[config.mk]
export PLATFORM = sky130hd
export DESIGN_NAME = sxl_parity
export DESIGN_NICKNAME = d
export VERILOG_FILES = /design/src/rtl/core/sxl_pkg.sv /design/src/rtl/core/sxl_parity.sv
export SDC_FILE = /design/constraint.sdc
export NUM_CORES = 2
export LEC_CHECK = 0
export BUFFER_PORTS_ARGS = -buffer_cell sky130_fd_sc_hd__buf_4
export CAP_MARGIN = 20
export CORE_MARGIN = 4
export CORE_UTILIZATION = 45
export CTS_CLUSTER_SIZE = 16
export DETAILED_ROUTE_END_ITERATION = 10
export GPL_ROUTABILITY_DRIVEN = 0
export PLACE_DENSITY_LB_ADDON = 0.25
export SYNTH_ARGS = -nofsm -noshare
export SYNTH_HDL_FRONTEND = slang
export SYNTH_SLANG_ARGS = --single-unit
[constraint.sdc]
create_clock -name clk -period 9.25 [get_ports clk]
set_input_delay 1.3875 -clock clk [delete_from_list [all_inputs] [get_ports clk]]
set_output_delay 1.3875 -clock clk [all_outputs]
set_load 0.005 [all_outputs]
[src/rtl/core/sxl_pkg.sv]
`timescale 1ns / 1ps
// ----------------------------------------------------------------------------
// sxl_pkg
// Shared types, constants and helpers of the strided-to-XOR layout core.
// ----------------------------------------------------------------------------
package sxl_pkg;

  localparam int MAX_ROWS_DEF = 32;
  localparam int MAX_DIMS_DEF = 3;
  localparam int DIV_STEPS    = 64;

  localparam logic CMD_WRITE = 1'b0;
  localparam logic CMD_MAP   = 1'b1;

  localparam logic [2:0] REG_RANK        = 3'd0;
  localparam logic [2:0] REG_STRIDE_ZERO = 3'd1;
  localparam logic [2:0] REG_STRIDE_ONE  = 3'd2;
  localparam logic [2:0] REG_STRIDE_TWO  = 3'd3;
  localparam logic [2:0] REG_EXTENT_ZERO = 3'd4;
  localparam logic [2:0] REG_EXTENT_ONE  = 3'd5;
  localparam logic [2:0] REG_EXTENT_TWO  = 3'd6;
  localparam logic [2:0] REG_ROW_COUNT   = 3'd7;

  typedef struct packed {
    logic        cmd;
    logic [4:0]  row_index;
    logic [63:0] row_mask;
    logic [63:0] element_offset;
  } in_req_t;

  typedef struct packed {
    logic [31:0] physical_offset;
    logic        envelope_error;
  } out_rsp_t;

  typedef struct packed {
    logic [31:0] divisor;
    logic [6:0]  shift;
    logic        active;
  } slot_cfg_t;

  typedef struct packed {
    logic        cmd;
    logic [4:0]  idx;
    logic [63:0] mask;
    logic [63:0] num;
    logic [63:0] orig;
    logic [31:0] rem;
    logic [63:0] logical;
  } pipe_t;

  function automatic logic [5:0] bit_count(input logic [31:0] extent);
    logic [31:0] v;
    logic [5:0]  b;
    v = extent - 32'd1;
    b = 6'd0;
    if (extent > 32'd1) begin
      for (int i = 0; i < 32; i++) begin
        if (v[i]) b = 6'(i + 1);
      end
    end
    return b;
  endfunction

endpackage

[src/rtl/core/sxl_parity.sv]
`timescale 1ns / 1ps
// ----------------------------------------------------------------------------
// sxl_parity
// Row mask store, row parity and the output register.
// ----------------------------------------------------------------------------
module sxl_parity import sxl_pkg::*; #(
  parameter int MAX_ROWS = MAX_ROWS_DEF
) (
  input  logic     clk,
  input  logic     rst_n,
  input  logic     en,
  input  logic     valid_i,
  input  pipe_t    pipe_i,
  input  logic     env_err,
  input  logic [5:0] row_count,
  output logic     out_valid,
  output out_rsp_t out_rsp
);

  localparam int ROW_W = (MAX_ROWS > 1) ? $clog2(MAX_ROWS) : 1;
  localparam int NPHYS = (MAX_ROWS < 32) ? MAX_ROWS : 32;

  logic [63:0]      row_masks [MAX_ROWS];
  logic [ROW_W-1:0] widx;
  logic [31:0]      phys;
  logic             out_valid_r;
  out_rsp_t         out_rsp_r, out_rsp_nxt;

  assign widx = ROW_W'(pipe_i.idx);

  always_ff @(posedge clk) begin
    if (en && valid_i && pipe_i.cmd == CMD_WRITE && int'(pipe_i.idx) < MAX_ROWS) begin
      row_masks[widx] <= pipe_i.mask;
    end
  end

  always_comb begin
    phys = 32'd0;
    for (int k = 0; k < NPHYS; k++) begin
      if (k < int'(row_count)) phys[k] = ^(pipe_i.logical & row_masks[k]);
    end
    out_rsp_nxt.physical_offset = env_err ? 32'd0 : phys;
    out_rsp_nxt.envelope_error  = env_err;
  end

  always_ff @(posedge clk) begin
    if (!rst_n) out_valid_r <= 1'b0;
    else if (en) out_valid_r <= valid_i && pipe_i.cmd == CMD_MAP;
  end

  always_ff @(posedge clk) begin
    if (en) out_rsp_r <= out_rsp_nxt;
  end

  assign out_valid = out_valid_r;
  assign out_rsp   = out_rsp_r;

endmodule

==> impl_metrics.toml <==
[worst_setup_path]
r2r-end = "out_rsp[4]"
cp.arrival_ns = 4.94
r2r_slack_ns = 6.24
worstSetupPathType = "input port to register"
critPathLaunchType = "input port"
worstPathMaxFanout = 19
r2r_start = "row_masks[3][47]"
reg2reg_depth = 8
crit_top_cell = "xnor2_1"
slowest_stage = "nor3_1"
required_ns = 9.77
path_delay_family = "XOR/XNOR gates"
critPathBufInv = 2
cp-end-kind = "register"
critical_path.cell_chain = "buf_4 > buf_4 > nand2_1 > xnor2_1 > xnor2_1 > xnor2_1 > xnor2_1 > xnor2_1 > xnor2_1 > nor3_1"
max_stage_delay_ns = 0.72

[final_layout]
final_net_count = 7063
post-route-util_pct = 50.82
multi_input_area_mm2 = 0.02618
fill_cells = 16640
syn_to_final_growth_pct = 12.09
regArea_mm2 = 0.06251
final_layout_size_suffix_gt1_share_pct = 8.491
design_area_mm2 = 0.1004

[floorplan]
die_w_um = 454.2
rows = 163
io_pins = 339
die-area_mm2 = 0.2063
core_area_mm2 = 0.1976
chipHeight_um = 454.2
start_util_pct = 45.33

[logic_synthesis]
synth-seq-cells = 2082
yosysMostFrequentCell = "edfxtp_1"
synthCells = 6472
yosysTopAreaCellShare_pct = 69.75
syn_area_per_cell_um2 = 13.84
syn_area_mm2 = 0.08959
yosys.area.top_type = "edfxtp_1"
synth_cell_types = 28
synth_top_flop_cell = "edfxtp_1"
syn_nets = 6777
ys_seq_area_share_pct = 69.77
ys_warn_count = 0
yosys-top-cells-area = "edfxtp_1, xnor2_1, nand2_1"
synth_commonest_cells = "edfxtp_1, nand2_1, xnor2_1"
synth_edf_count = 2081
async_flop_share_pct = 0

[global_route]
grt_max_degree = 65
grt.overflow.total = 0
grt_util_all_layers_pct = 32.58
grt_pass1_wl_um = 446100
antenna_found_initial = 62
grt_pass1_vias = 50170

[sta]
clock-skew-final_ns = 0.01921
report.final.setup_viol = 0
grt_setup_unrepaired = "no"
relSlewSlack_pct = 21.95
period_needed_ns = 4.415
timing.final.crit_share_pct = 47.73
fin_setup_tns_ns = 0
worstMarginPinSlew_ns = 1.162
hold_ws_ns = 0.4921
slew_viol_final = 0
max_clock_freq_ghz = 0.2265
timing.final.hold_violations = 0

[clocking]
cts_tree = "yes"
cts_made_buffers = 201
clk_latency_ns = 0.86
post_cts_buffers = 0
clockBufferDepth = 3
cts-root-buf = "clkbuf_16"
clkSinkCount = 2082
cts.clk_slew.worst_paths_ns = 0.07
htreeDepth = 4
hold_buffers = 0
cts_resized = 0

[hold_path]
holdPathEnd = "out_valid"
hold_path_class = "register to register"
hold_start = "out_valid"
holdPathStages = 2

[detailed_routing]
via_per_inst = 5.773
wl_met3_um = 43690
num_vias = 55480
route.met2.wl_um = 161700
drtIter0Drc = 10890
dr.pass1.iters = 6
wl_um = 340200
ant_nets = 0
drc_errors = 0
wl_met1_um = 113500
wl_per_cell_um = 35.40
top_layer = "met5"

[pwr]
vdd_drop_max_v = 0.0001553
cellLeakagePower_uw = 0.03264
power-per-cell-area_mw_per_mm2 = 216.9
power_uw = 21780

[job]
drv_cap = 0

[place]
dpl.hpwl_um = 173400
placed_cell_area_mm2 = 0.09414
portBuffers = 178

[outcome]
status = "finished, final reports clean"
==> area by class of cell <==
type / instances / area share, %
sequential: 2082 / 62.25
multi-input combinational: 4186 / 26.07
clock buffer: 247 / 5.265
tap: 2640 / 3.289
timing repair buffer: 285 / 2.131
clock inverter: 123 / 0.8734
antenna: 46 / 0.1146
inverter: 2 / 0.007476
==> kinds of logic after synthesis <==
kind of cell    count (synthesis)  synth area share (%)
buf+inv                       204                 1.271
compound gates                 27                0.1830
simple gates                 2143                 9.066
flops                        2082                 69.77
xor+xnor                     2016                 19.71
==> sequential cells by signal, summed over array words and instances (netlist names) <==
name / count
out_rsp: 33
row_masks: 2048
out_valid: 1
==> report_power, final <==
| part | internal [uW] | leakage (uW) | total (uW) | switching [uW] |
|---|---|---|---|---|
| clock | 4350 | 0.00304 | 7930 | 3580 |
| sequential | 10500 | 0.0188 | 10500 | 34.8 |
| combinational | 1070 | 0.0108 | 3320 | 2250 |
| total | 15900 | 0.0326 | 21800 | 5860 |
==> stage by stage <==
stage | setup WS [ns] | cells
after floorplan | 4.002 | 6472
after global placement | 4.180 | 9195
after detailed placement | 4.163 | 9195
after CTS | 5.084 | 9565
after global routing | 5.001 | 9572
final | 4.835 | 9611
==> how the worst max path moves through the flow <==
| stage | slack, ns | startpoint | end | depth (start not counted) |
|---|---|---|---|---|
| 6_report | 4.83 | pipe_i[21] | out_rsp[4] | 10 |
| 3_3_place_gp | 4.18 | pipe_i[21] | out_rsp[4] | 10 |
| 4_1_cts | 5.08 | pipe_i[21] | out_rsp[4] | 10 |
| 3_5_place_dp | 4.16 | pipe_i[39] | out_rsp[4] | 10 |
| 5_1_grt | 5.00 | pipe_i[21] | out_rsp[4] | 10 |
| 2_1_floorplan | 4.00 | pipe_i[293] | row_masks[12][0] | 4 |
==> metal layers <==
| layer | GRT usage, % | up-vias |
|---|---|---|
| li1 | - | 22280 |
| met1 | 40.31 | 27810 |
| met2 | 53.64 | 4408 |
| met3 | 7.042 | 978 |
| met4 | 17.56 | 4 |
| met5 | 0 | - |
==> layout by cell type (no fill, tap or decap), types with 2 or more instances in the layout <==
master,synthesis,final
nor3_1,19,19
nor2_4,0,32
clkinvlp_4,0,2
xor2_1,512,512
a211oi_1,6,6
edfxtp_1,2081,2081
diode_2,0,46
nand2_1,2061,2061
clkbuf_1,7,42
clkinv_1,0,60
inv_6,0,5
buf_4,53,285
or2_2,2,2
inv_1,2,2
bufinv_16,0,11
clkinv_8,0,2
nand3_1,5,5
xnor2_1,1504,1504
nand2b_1,2,2
a21oi_1,15,15
clkbuf_16,0,205
or3_1,4,4
a31oi_1,2,2
nand3b_1,4,4
clkinv_2,0,42
nor2_1,42,10
==> worst reg2reg max path, stage by stage (launching register included) <==
cell      delay, ns
edfxtp_1       0.33
nand2_1        0.06
xor2_1         0.19
xnor2_1        0.25
xnor2_1        0.17
xnor2_1        0.11
xnor2_1        0.71
xnor2_1        0.16
nor3_1         0.72
Note: power is estimated with default switching activity, not from simulation.
