### src/rtl/core/sxl_pkg.sv
`timescale 1ns / 1ps
// ----------------------------------------------------------------------------
// sxl_pkg
// Shared types, constants and helpers of the strided-to-XOR layout core.
// ----------------------------------------------------------------------------
package sxl_pkg;

  localparam int MAX_ROWS_DEF = 32;
  localparam int MAX_DIMS_DEF = 3;
  localparam int DIV_STEPS    = 64;

  localparam logic CMD_WRITE = 1'b0;
  localparam logic CMD_MAP   = 1'b1;

  localparam logic [2:0] REG_RANK        = 3'd0;
  localparam logic [2:0] REG_STRIDE_ZERO = 3'd1;
  localparam logic [2:0] REG_STRIDE_ONE  = 3'd2;
  localparam logic [2:0] REG_STRIDE_TWO  = 3'd3;
  localparam logic [2:0] REG_EXTENT_ZERO = 3'd4;
  localparam logic [2:0] REG_EXTENT_ONE  = 3'd5;
  localparam logic [2:0] REG_EXTENT_TWO  = 3'd6;
  localparam logic [2:0] REG_ROW_COUNT   = 3'd7;

  typedef struct packed {
    logic        cmd;
    logic [4:0]  row_index;
    logic [63:0] row_mask;
    logic [63:0] element_offset;
  } in_req_t;

  typedef struct packed {
    logic [31:0] physical_offset;
    logic        envelope_error;
  } out_rsp_t;

  typedef struct packed {
    logic [31:0] divisor;
    logic [6:0]  shift;
    logic        active;
  } slot_cfg_t;

  typedef struct packed {
    logic        cmd;
    logic [4:0]  idx;
    logic [63:0] mask;
    logic [63:0] num;
    logic [63:0] orig;
    logic [31:0] rem;
    logic [63:0] logical;
  } pipe_t;

  function automatic logic [5:0] bit_count(input logic [31:0] extent);
    logic [31:0] v;
    logic [5:0]  b;
    v = extent - 32'd1;
    b = 6'd0;
    if (extent > 32'd1) begin
      for (int i = 0; i < 32; i++) begin
        if (v[i]) b = 6'(i + 1);
      end
    end
    return b;
  endfunction

endpackage

### src/rtl/core/sxl_cfg.sv
`timescale 1ns / 1ps
// ----------------------------------------------------------------------------
// sxl_cfg
// Register file and registered layout decode: dimension order, shifts, error.
// ----------------------------------------------------------------------------
module sxl_cfg import sxl_pkg::*; #(
  parameter int MAX_ROWS = MAX_ROWS_DEF,
  parameter int MAX_DIMS = MAX_DIMS_DEF
) (
  input  logic                       clk,
  input  logic                       rst_n,
  input  logic                       cfg_psel,
  input  logic                       cfg_penable,
  input  logic                       cfg_pwrite,
  input  logic [4:0]                 cfg_paddr,
  input  logic [31:0]                cfg_pwdata,
  output logic [31:0]                cfg_prdata,
  output logic                       cfg_pready,
  output slot_cfg_t [MAX_DIMS-1:0]   slot_cfg,
  output logic                       env_err,
  output logic [5:0]                 row_count
);

  logic [1:0]  rank_r;
  logic [31:0] stride_r [3];
  logic [31:0] extent_r [3];
  logic [5:0]  row_count_r;
  logic [2:0]  reg_idx;
  logic        wr;

  slot_cfg_t [MAX_DIMS-1:0] slot_r, slot_nxt;
  logic                     err_r, err_nxt;

  assign reg_idx    = cfg_paddr[4:2];
  assign wr         = cfg_psel && cfg_penable && cfg_pwrite;
  assign cfg_pready = 1'b1;

  always_ff @(posedge clk) begin
    if (!rst_n) begin
      rank_r      <= 2'd1;
      stride_r    <= '{32'd1, 32'd1, 32'd1};
      extent_r    <= '{32'd1, 32'd1, 32'd1};
      row_count_r <= 6'd1;
    end else if (wr) begin
      unique case (reg_idx)
        REG_RANK:        rank_r      <= cfg_pwdata[1:0];
        REG_STRIDE_ZERO: stride_r[0] <= cfg_pwdata;
        REG_STRIDE_ONE:  stride_r[1] <= cfg_pwdata;
        REG_STRIDE_TWO:  stride_r[2] <= cfg_pwdata;
        REG_EXTENT_ZERO: extent_r[0] <= cfg_pwdata;
        REG_EXTENT_ONE:  extent_r[1] <= cfg_pwdata;
        REG_EXTENT_TWO:  extent_r[2] <= cfg_pwdata;
        REG_ROW_COUNT:   row_count_r <= cfg_pwdata[5:0];
        default:         ;
      endcase
    end
  end

  always_comb begin
    unique case (reg_idx)
      REG_RANK:        cfg_prdata = {30'd0, rank_r};
      REG_STRIDE_ZERO: cfg_prdata = stride_r[0];
      REG_STRIDE_ONE:  cfg_prdata = stride_r[1];
      REG_STRIDE_TWO:  cfg_prdata = stride_r[2];
      REG_EXTENT_ZERO: cfg_prdata = extent_r[0];
      REG_EXTENT_ONE:  cfg_prdata = extent_r[1];
      REG_EXTENT_TWO:  cfg_prdata = extent_r[2];
      REG_ROW_COUNT:   cfg_prdata = {26'd0, row_count_r};
      default:         cfg_prdata = 32'd0;
    endcase
  end

  always_comb begin
    logic [1:0] n;
    logic [6:0] acc;
    logic [6:0] shf [3];
    logic [1:0] pos [3];
    n   = rank_r;
    acc = 7'd0;
    if (rank_r == 2'd0) n = 2'd1;
    else if (int'(rank_r) > MAX_DIMS) n = 2'(MAX_DIMS);
    for (int d = 0; d < 3; d++) begin
      shf[d] = acc;
      pos[d] = 2'd0;
      if (d < MAX_DIMS && d < int'(n)) acc = acc + 7'(bit_count(extent_r[d]));
    end
    for (int d = 0; d < 3; d++) begin
      for (int j = 0; j < 3; j++) begin
        if (j < int'(n) && (stride_r[j] > stride_r[d] ||
            (stride_r[j] == stride_r[d] && j < d))) begin
          pos[d] = pos[d] + 2'd1;
        end
      end
    end
    err_nxt = (row_count_r == 6'd0) || (int'(row_count_r) > MAX_ROWS) ||
              (acc != 7'(row_count_r));
    for (int k = 0; k < MAX_DIMS; k++) begin
      slot_nxt[k] = '0;
      for (int d = 0; d < MAX_DIMS; d++) begin
        if (d < int'(n) && int'(pos[d]) == k) begin
          slot_nxt[k].divisor = stride_r[d];
          slot_nxt[k].shift   = shf[d];
          slot_nxt[k].active  = 1'b1;
        end
      end
    end
  end

  always_ff @(posedge clk) begin
    if (!rst_n) begin
      slot_r <= '0;
      err_r  <= 1'b0;
    end else begin
      slot_r <= slot_nxt;
      err_r  <= err_nxt;
    end
  end

  assign slot_cfg  = slot_r;
  assign env_err   = err_r;
  assign row_count = row_count_r;

endmodule

### config.mk
export PLATFORM = sky130hd
export DESIGN_NAME = sxl_cfg
export DESIGN_NICKNAME = d
export VERILOG_FILES = /design/src/rtl/core/sxl_pkg.sv /design/src/rtl/core/sxl_cfg.sv
export SDC_FILE = /design/constraint.sdc
export NUM_CORES = 1
export LEC_CHECK = 0
export ABC_AREA = 1
export ABC_CLOCK_PERIOD_IN_PS = 7400
export BUFFER_PORTS_ARGS = -buffer_cell sky130_fd_sc_hd__buf_2
export CORE_MARGIN = 2
export CORE_UTILIZATION = 40
export CTS_CLUSTER_SIZE = 16
export DETAILED_ROUTE_END_ITERATION = 8
export PLACE_DENSITY = 0.55
export SYNTH_ARGS = -nofsm -noshare
export SYNTH_HDL_FRONTEND = slang
export SYNTH_SLANG_ARGS = --single-unit
### constraint.sdc
create_clock -name clk -period 7.4 [get_ports clk]
set_clock_uncertainty 0.05 [all_clocks]
set_input_delay 0.74 -clock clk [delete_from_list [all_inputs] [get_ports clk]]
set_output_delay 0.74 -clock clk [all_outputs]
set_load 0.005 [all_outputs]
==> results of run 1 <==
[layout make-up]
cell class	count	area (sq um)	area share, %
Timing Repair Buffer	223	1180	5.57
Clock inverter	18	204	0.961
Inverter	281	1050	4.97
Multi-Input combinational cell	1828	10500	49.6
Clock buffer	51	1090	5.13
Sequential cell	321	6430	30.3
Tap cell	600	751	3.54
[final timing paths]
path / cells after the start / end
max: 40 / env_err
min: 3 / extent_r[87]
max reg2reg: 40 / env_err
min reg2reg: 2 / extent_r[37]
[metrics by stage]
step | total power [uW] | hold WS (ps) | instances | area (sq um)
after floorplan | 2130 | 401 | 2564 | 18500
after global placement | 2310 | 443 | 3253 | 19900
after detailed placement | 2310 | 453 | 3253 | 19900
after CTS | 4270 | 433 | 3322 | 21200
after global routing | 4390 | 451 | 3322 | 21200
final | 4240 | 462 | 3322 | 21200
[power by group through the flow]
stage | clock network (uW) | logic, uW | registers (uW)
finish | 1960 | 520 | 1760
global route | 2050 | 578 | 1770
CTS | 1990 | 514 | 1760
detailed placement | 0 | 511 | 1800
global placement | 0 | 504 | 1800
floorplan | 0 | 336 | 1800
[registers in the layout, indices dropped and copies added (netlist names)]
signal / cells
rank_r: 2
stride_r: 96
row_count: 6
extent_r: 96
env_err: 1
slot_cfg: 120
[worst register-to-register path: cells and delay by family, from the launching register on]
family          cells  cell delay, ps
fa+ha+maj           2             500
buf+inv             4             330
xor+xnor            1             200
compound gates      5             680
simple gates       28            3960
flops               1             340
[metal layers]
| metal | GRT usage (%) | vias up |
|---|---|---|
| met5 | 0 | - |
| met4 | 9.03 | 2 |
| met3 | 3.13 | 108 |
| met2 | 47.1 | 636 |
| met1 | 38.0 | 8749 |
| li1 | - | 9111 |
[logic make-up after synthesis]
logic type | share of synthesized area (%)
AND/OR/NAND/NOR | 19.1
AO/OA/AOI/OAI | 25.0
buffers and inverters | 8.47
flip-flops | 34.8
adder cells (fa/ha/maj) | 8.55
XOR/XNOR | 4.03
other | 0.0203
[synth_stat cells, drive strengths merged, types with 65 or more instances]
| cell | number |
|---|---|
| dfxtp | 321 |
| inv | 275 |
| nand2 | 292 |
| o22ai | 137 |
| ha | 123 |
| a21oi | 214 |
| nor2 | 384 |
| a31oi | 106 |
| clkbuf | 107 |
| xor2 | 78 |
| o21ai | 255 |
| nand3 | 65 |
==> results.yml, run 1 <==
outcome:
  status: "complete, no violations"
place:
  place_ws_ps: 1230
  dp_hpwl_microns: 51200
  port_buffers: 198
  gp_congestion: 0.902
synth:
  synth_edf_count: 0
  syn_area_sq_mm: 0.0185
  synth.distinct_cells: 56
  yosys-top-cells-area: "dfxtp_1 (35%), ha_1 (8.3%), nor2_1 (7.6%), o21ai_0 (6.7%), a21oi_1 (5.8%)"
  synth_seq_cells: 321
  synth.largest_area_cell: "dfxtp_1"
  ys_dominant_reg_cell: "dfxtp_1"
  netlist_instances: 2564
  synthesis.nets: 2731
  ys_warn_count: 0
  seq_area_frac_synth_pct: 34.8
  ys_async_sr_fraction_pct: 0
  syn_avg_cell_area_sq_um: 7.20
  synth_top_area_share_pct: 34.8
routing:
  drcViolationCount: 0
  wl_microns: 69000
  drt_iter0_markers: 1761
  vias: 18600
  m1WireLength_microns: 30800
  dr_wl_met2_microns: 32300
  maxUsedRoutingLayer: "met5"
  first_pass_iters: 8
  routedWlPerCell_microns: 20.8
  antenna_left: 0
  wl_met3_microns: 3870
  via_per_inst: 5.60
hold_path:
  hold_path.class: "in -> reg"
  hp-start: "cfg_pwdata[23]"
floorplanning:
  rows: 78
  die_x_microns: 219
  dieHeight_microns: 219
  core_sq_mm: 0.0455
  die_area_sq_mm: 0.0479
  start_util_pct: 40.6
  ios: 202
cts:
  cts_resized: 0
  cts_buffer_depth: 3
  cts_made_buffers: 38
  post_cts_buffers: 0
  cts.sinks: 321
  clkSlewWorstSetupHoldPaths_ps: 70
  hold_buffers: 0
  clk_latency_ps: 570
  cts-root-buf: "clkbuf_16"
  cts_tree: "done"
  htreeDepth: 2
grt:
  grt_pass1_wl_microns: 103000
  grt_pass1_vias: 17200
  track_usage_pct: 28.2
  grt_overflow: 0
  grt_max_degree: 107
  antenna_found_initial: 1
finish:
  final_cell_mix: "nor2_1 (372), dfxtp_1 (321), nand2_1 (281)"
  nNetsFinal: 2860
  fillers: 4691
  layout_commonest_cell: "nor2_1"
  diodes: 0
  finish.utilization_pct: 46.7
  areaGrowthSynthToFinish_pct: 14.9
  drive_above_1_share_pct: 13.2
sta:
  hold_viol_final: 0
  setup_viol: 0
  finalMaxSlewViolations: 0
  rsz0062_at_grt: "false"
  timing.fmax_mhz: 163
  max-slew-margin-rel_pct: 12.5
  tightest_slew_ps: 1310
  setup_slack_ps: 1260
  fin_crit_ps: 6140
  layout_worst_path_cycle_share_pct: 83.0
  fin_tns_setup_ps: 0
critical_path:
  rrSetupSlack_ps: 1260
  critical-path-slowest-cell: "dfxtp_1"
  cp_common_cell: "nor2_1"
  critPathLaunch: "extent_r[36]"
  crit_type: "reg -> reg"
  path_max_fanout: 5
  slowest_delay_ps: 340
  cp-start-kind: "flip-flop"
  critical_path_buf_inv_count: 4
  reg2reg_from: "extent_r[36]"
  required_ps: 7830
  cp_top_family: "simple AND/OR/NAND/NOR gates"
  worstPathArrival_ps: 6570
  worstSetupEndpointType: "flip-flop"
power_and_ir_drop:
  power_frac_seq_pct: 41.6
  pwr-share-clk_pct: 46.2
  internal_power_uw: 3050
  power_frac_comb_pct: 12.3
  p_per_area_mw_per_mm2: 200
  switching_share_pct: 28.0
  p_switching_uw: 1190
  p_leak_uw: 0.00935
  ir_drop_uv: 213
flow_run:
  timing.max_cap.violations: 0
No activity file was read; power rests on OpenSTA's default activity.
==> run 2: changes to the inputs <==
--- a/config.mk
+++ b/config.mk
@@ -6,7 +6,7 @@
 export NUM_CORES = 1
 export LEC_CHECK = 0
 export ABC_AREA = 1
-export ABC_CLOCK_PERIOD_IN_PS = 7400
+export ABC_CLOCK_PERIOD_IN_PS = 6330
 export BUFFER_PORTS_ARGS = -buffer_cell sky130_fd_sc_hd__buf_2
 export CORE_MARGIN = 2
 export CORE_UTILIZATION = 40
==> constraint.sdc (replaced) <==
create_clock -name clk -period 6.33 [get_ports clk]
set_clock_uncertainty 0.05 [all_clocks]
set_input_delay 0.633 -clock clk [delete_from_list [all_inputs] [get_ports clk]]
set_output_delay 0.633 -clock clk [all_outputs]
set_load 0.005 [all_outputs]
==> results.yml, run 2 (synthesis gave the netlist of run 1 again) <==
floorplanning:
  dieHeight_microns: 219
  ios: 202
  core_sq_mm: 0.0455
  rows: 78
  start_util_pct: 40.6
  die_area_sq_mm: 0.0479
  die_x_microns: 219
critical_path:
  path_max_fanout: 7
  critPathLaunch: "extent_r[34]"
  cp_top_family: "simple AND/OR/NAND/NOR gates"
  rrSetupSlack_ps: 470
  rr_endpoint: "env_err"
  reg2reg_from: "extent_r[34]"
  slowest_delay_ps: 430
  cp-start-kind: "flip-flop"
  cp_common_cell: "nor2_1"
  worstPathArrival_ps: 6270
  critical_path.endpoint: "env_err"
  required_ps: 6740
  critical_path_buf_inv_count: 5
  crit_type: "reg -> reg"
  cp.depth: 38
  worstSetupEndpointType: "flip-flop"
  r2r_cells: 38
  critical-path-slowest-cell: "fa_2"
grt:
  grt_overflow: 0
  grt_max_degree: 107
  grt_pass1_vias: 17400
  use_met2_pct: 46.7
  track_usage_pct: 28.1
  busiest_layer: "met2"
  antenna_found_initial: 3
  grt_pass1_wl_microns: 103000
  met1_usage_pct: 38.0
  grt_use_met3_pct: 3.44
sta:
  whs_ps: 373
  setup_slack_ps: 471
  hold_viol_final: 0
  timing.fmax_mhz: 171
  tightest_slew_ps: 1270
  setup_viol: 0
  layout_worst_path_cycle_share_pct: 92.6
  max-slew-margin-rel_pct: 15.2
  fin_tns_setup_ps: 0
  finalMaxSlewViolations: 0
  fin_crit_ps: 5860
routing:
  first_pass_iters: 5
  drcViolationCount: 0
  vias: 18700
  wl_microns: 68700
  routedWlPerCell_microns: 20.6
  drt_iter0_markers: 1662
  antenna_left: 0
  via_per_inst: 5.60
finish:
  diodes: 0
  multi_input_area_sq_mm: 0.0106
  drive_above_1_share_pct: 14.5
  seq_area_sq_mm: 0.00643
  final_cell_mix: "nor2_1 (367), dfxtp_1 (318), nand2_1 (277)"
  fillers: 4715
  areaGrowthSynthToFinish_pct: 16.4
  layout_commonest_cell: "nor2_1"
  nNetsFinal: 2872
  largest_register_ffs: 120
cts:
  cts_made_buffers: 38
  cts_buffer_depth: 3
  cts-root-buf: "clkbuf_16"
  cts.sinks: 321
  htreeDepth: 2
  clkSlewWorstSetupHoldPaths_ps: 60
  clk_latency_ps: 570
  cts_tree: "done"
power_and_ir_drop:
  p_leak_uw: 0.00943
  p_per_area_mw_per_mm2: 235
  power_frac_comb_pct: 12.4
  ir_drop_uv: 194
  pwr-share-clk_pct: 46.8
  internal_power_uw: 3680
  power_frac_seq_pct: 40.8
  switching_share_pct: 27.2
  p_switching_uw: 1370
place:
  dp_hpwl_microns: 51300
  port_buffers: 198
  gp_congestion: 0.944
  place_ws_ps: 401
hold_path:
  hold_depth: 3
  hold_path.class: "in -> reg"
flow_run:
  timing.max_cap.violations: 0
outcome:
  status: "complete, no violations"
## run 2: cell types whose count changed in the layout (fill, tap and decap cells not counted), moves of 4 or more
cell / before / now
buf_4: 26 / 38
nand2_2: 10 / 14
inv_1: 264 / 260
nand2_1: 281 / 277
nor2_1: 372 / 367
## run 2: worst reg2reg max path, delay by kind of cell (launching register included)
kind,cells,cell delay [ps]
simple gates,24,3060
fa+ha+maj,3,1060
compound gates,5,580
buf+inv,5,470
flops,1,370
xor+xnor,1,180
## run 2: power groups by stage
stage	logic, uW	clock network, uW	registers (uW)
after CTS	599	2410	2060
after detailed placement	595	0	2110
after floorplan	393	0	2100
final	625	2370	2060
after global placement	591	0	2110
after global routing	694	2480	2060
## run 2: cell type report
| cell class | count | share of cell area (%) |
|---|---|---|
| clock inverter | 18 | 1.21 |
| multi-input combinational | 1828 | 49.5 |
| tap | 600 | 3.49 |
| inverter | 281 | 4.92 |
| timing repair buffer | 235 | 5.91 |
| sequential | 321 | 29.9 |
| clock buffer | 50 | 5.01 |
## run 2: timing repair
item	in CTS	in global routing
setup buffers	0	7
setup endpoints to repair	0	1
resized for setup	0	41
hold buffers	0	0
## run 2: worst min-delay path by stage
stage	startpoint	end	slack, ps
5_1_grt	cfg_pwdata[16]	extent_r[48]	370
6_report	cfg_pwdata[31]	extent_r[63]	370
3_3_place_gp	extent_r[37]	extent_r[37]	450
4_1_cts	cfg_pwdata[28]	extent_r[60]	350
3_5_place_dp	extent_r[17]	extent_r[17]	450
2_1_floorplan	rank_r[0]	rank_r[0]	400
## run 2: per-stage QoR
| step | total power [uW] | instances | cell area, sq um | utilization, % |
|---|---|---|---|---|
| finish | 5060 | 3333 | 21500 | 47.3 |
| global route | 5240 | 3333 | 21500 | 47.3 |
| CTS | 5070 | 3326 | 21300 | 46.8 |
| detailed placement | 2700 | 3258 | 20000 | 43.9 |
| global placement | 2700 | 3258 | 20000 | 43.9 |
| floorplan | 2490 | 2564 | 18500 | - |
## run 2: routing by layer
metal / part of all wire (%) / up-vias
met3: 5.7 / 108
met2: 47 / 633
met1: 45 / 8800
met5: 0.049 / -
li1: - / 9112
met4: 2.6 / 6
==> run 3: changes to the inputs <==
--- a/config.mk
+++ b/config.mk
@@ -6,7 +6,7 @@
 export NUM_CORES = 1
 export LEC_CHECK = 0
 export ABC_AREA = 1
-export ABC_CLOCK_PERIOD_IN_PS = 6330
+export ABC_CLOCK_PERIOD_IN_PS = 7500
 export BUFFER_PORTS_ARGS = -buffer_cell sky130_fd_sc_hd__buf_2
 export CORE_MARGIN = 2
 export CORE_UTILIZATION = 40
==> constraint.sdc (replaced) <==
create_clock -name clk -period 7.5 [get_ports clk]
set_clock_uncertainty 0.05 [all_clocks]
set_input_delay 0.75 -clock clk [delete_from_list [all_inputs] [get_ports clk]]
set_output_delay 0.75 -clock clk [all_outputs]
set_load 0.005 [all_outputs]
==> results.yml, run 3 (synthesis gave the netlist of run 1 again) <==
outcome:
  status: "complete, no violations"
cts:
  cts_tree: "done"
  clk_latency_ps: 570
  cts_resized: 0
  post_cts_buffers: 0
  hold_buffers: 0
  cts-root-buf: "clkbuf_16"
  htreeDepth: 2
  cts_made_buffers: 38
  cts_buffer_depth: 3
  clkSlewWorstSetupHoldPaths_ps: 60
  cts.sinks: 321
sta:
  hold_viol_final: 0
  finalMaxSlewViolations: 0
  fin_tns_setup_ps: 0
  rsz0062_at_grt: "false"
  tightest_slew_ps: 1380
  timing.fmax_mhz: 161
  max-slew-margin-rel_pct: 7.75
  setup_viol: 0
  fin_crit_ps: 6200
  layout_worst_path_cycle_share_pct: 82.7
power_and_ir_drop:
  total_power_uw: 4200
  p_per_area_mw_per_mm2: 198
  p_leak_uw: 0.00935
  ir_drop_uv: 164
floorplanning:
  rows: 78
  start_util_pct: 40.6
  die_area_sq_mm: 0.0479
  core_sq_mm: 0.0455
  dieHeight_microns: 219
  ios: 202
  die_x_microns: 219
critical_path:
  crit_type: "reg -> reg"
  cp_common_cell: "nor2_1"
  reg2reg_from: "extent_r[36]"
  path_max_fanout: 5
  r2r_cells: 39
  rr_endpoint: "env_err"
  critPathLaunch: "extent_r[36]"
  slowest_delay_ps: 340
  worstSetupEndpointType: "flip-flop"
  worstPathArrival_ps: 6610
  cp-start-kind: "flip-flop"
  required_ps: 7910
  critical-path-slowest-cell: "dfxtp_1"
  rrSetupSlack_ps: 1300
flow_run:
  timing.max_cap.violations: 0
grt:
  track_usage_pct: 28.2
  grt_pass1_vias: 17300
  grt_overflow: 0
  grt_pass1_wl_microns: 104000
  grt_max_degree: 103
  antenna_found_initial: 4
routing:
  first_pass_iters: 6
  antenna_left: 0
  drcViolationCount: 0
  drt_iter0_markers: 1786
  vias: 18600
  via_per_inst: 5.61
  routedWlPerCell_microns: 20.7
  wl_microns: 68800
hold_path:
  hold_path.class: "reg -> reg"
  hp-start: "extent_r[17]"
  hold_depth: 2
  holdPathEnd: "extent_r[17]"
finish:
  seq_area_sq_mm: 0.00643
  nNetsFinal: 2862
  diodes: 0
  layout_commonest_cell: "nor2_1"
  drive_above_1_share_pct: 13.0
  final_cell_mix: "nor2_1 (372), dfxtp_1 (321), nand2_1 (281)"
  largest_register_ffs: 120
  fillers: 4726
  multi_input_area_sq_mm: 0.0105
  areaGrowthSynthToFinish_pct: 15.0
place:
  port_buffers: 198
  gp_congestion: 0.906
  dp_hpwl_microns: 51500
run 3: changes by cell type in the layout (fill, tap and decap cells not counted), sizes merged:
cell    delta
clkinv     -2
bufinv     -2
buf       -10
clkbuf     +1
run 3: cell type report:
cell class	instances	area share [%]
multi-input cells	1828	49.5
flip-flops and latches	321	30.3
repair buffers	225	5.63
clock buffers	51	5.20
inverters	281	4.97
well taps	600	3.53
clock inverters	14	0.895
run 3: through the flow:
step | instance area, sq um | worst slack, ps | hold WS (ps) | std cells | utilization [%]
floorplan | 18500 | 2220 | 401 | 2564 | -
global placement | 19900 | 1310 | 444 | 3255 | 43.9
detailed placement | 19900 | 1260 | 454 | 3255 | 43.9
CTS | 21200 | 1250 | 446 | 3320 | 46.7
global route | 21200 | 337 | 483 | 3320 | 46.7
finish | 21200 | 1300 | 465 | 3320 | 46.7
run 3: power breakdown:
group / switching (uW) / internal, uW / total [uW]
sequential: 18.0 / 1720 / 1740
combinational: 356 / 157 / 513
clock: 774 / 1170 / 1940
total: 1150 / 3050 / 4200
run 3: worst max-delay path by stage:
stage / to / cells after the start
floorplan: env_err / 40
global placement: env_err / 39
detailed placement: env_err / 39
CTS: env_err / 39
global route: env_err / 39
finish: env_err / 39
run 3: metal layers:
layer  track usage, %  part of all wire, %  vias to the layer above  routed length, microns
li1                 -                    -                     9106                       -
met1             38.0                   45                     8770                   31000
met2             47.0                   47                      621                   32100
met3             3.31                  5.4                      110                    3730
met4             9.10                  2.9                        4                    1960
met5                0                0.038                        -                      26
run 3: critical path, delay by kind of cell (launching register included):
family / cells / cell delay (ps)
flip-flops: 1 / 340
adder cells (fa/ha/maj): 2 / 570
buffers and inverters: 4 / 260
XOR/XNOR: 1 / 190
AND/OR/NAND/NOR: 27 / 3760
AO/OA/AOI/OAI: 5 / 930
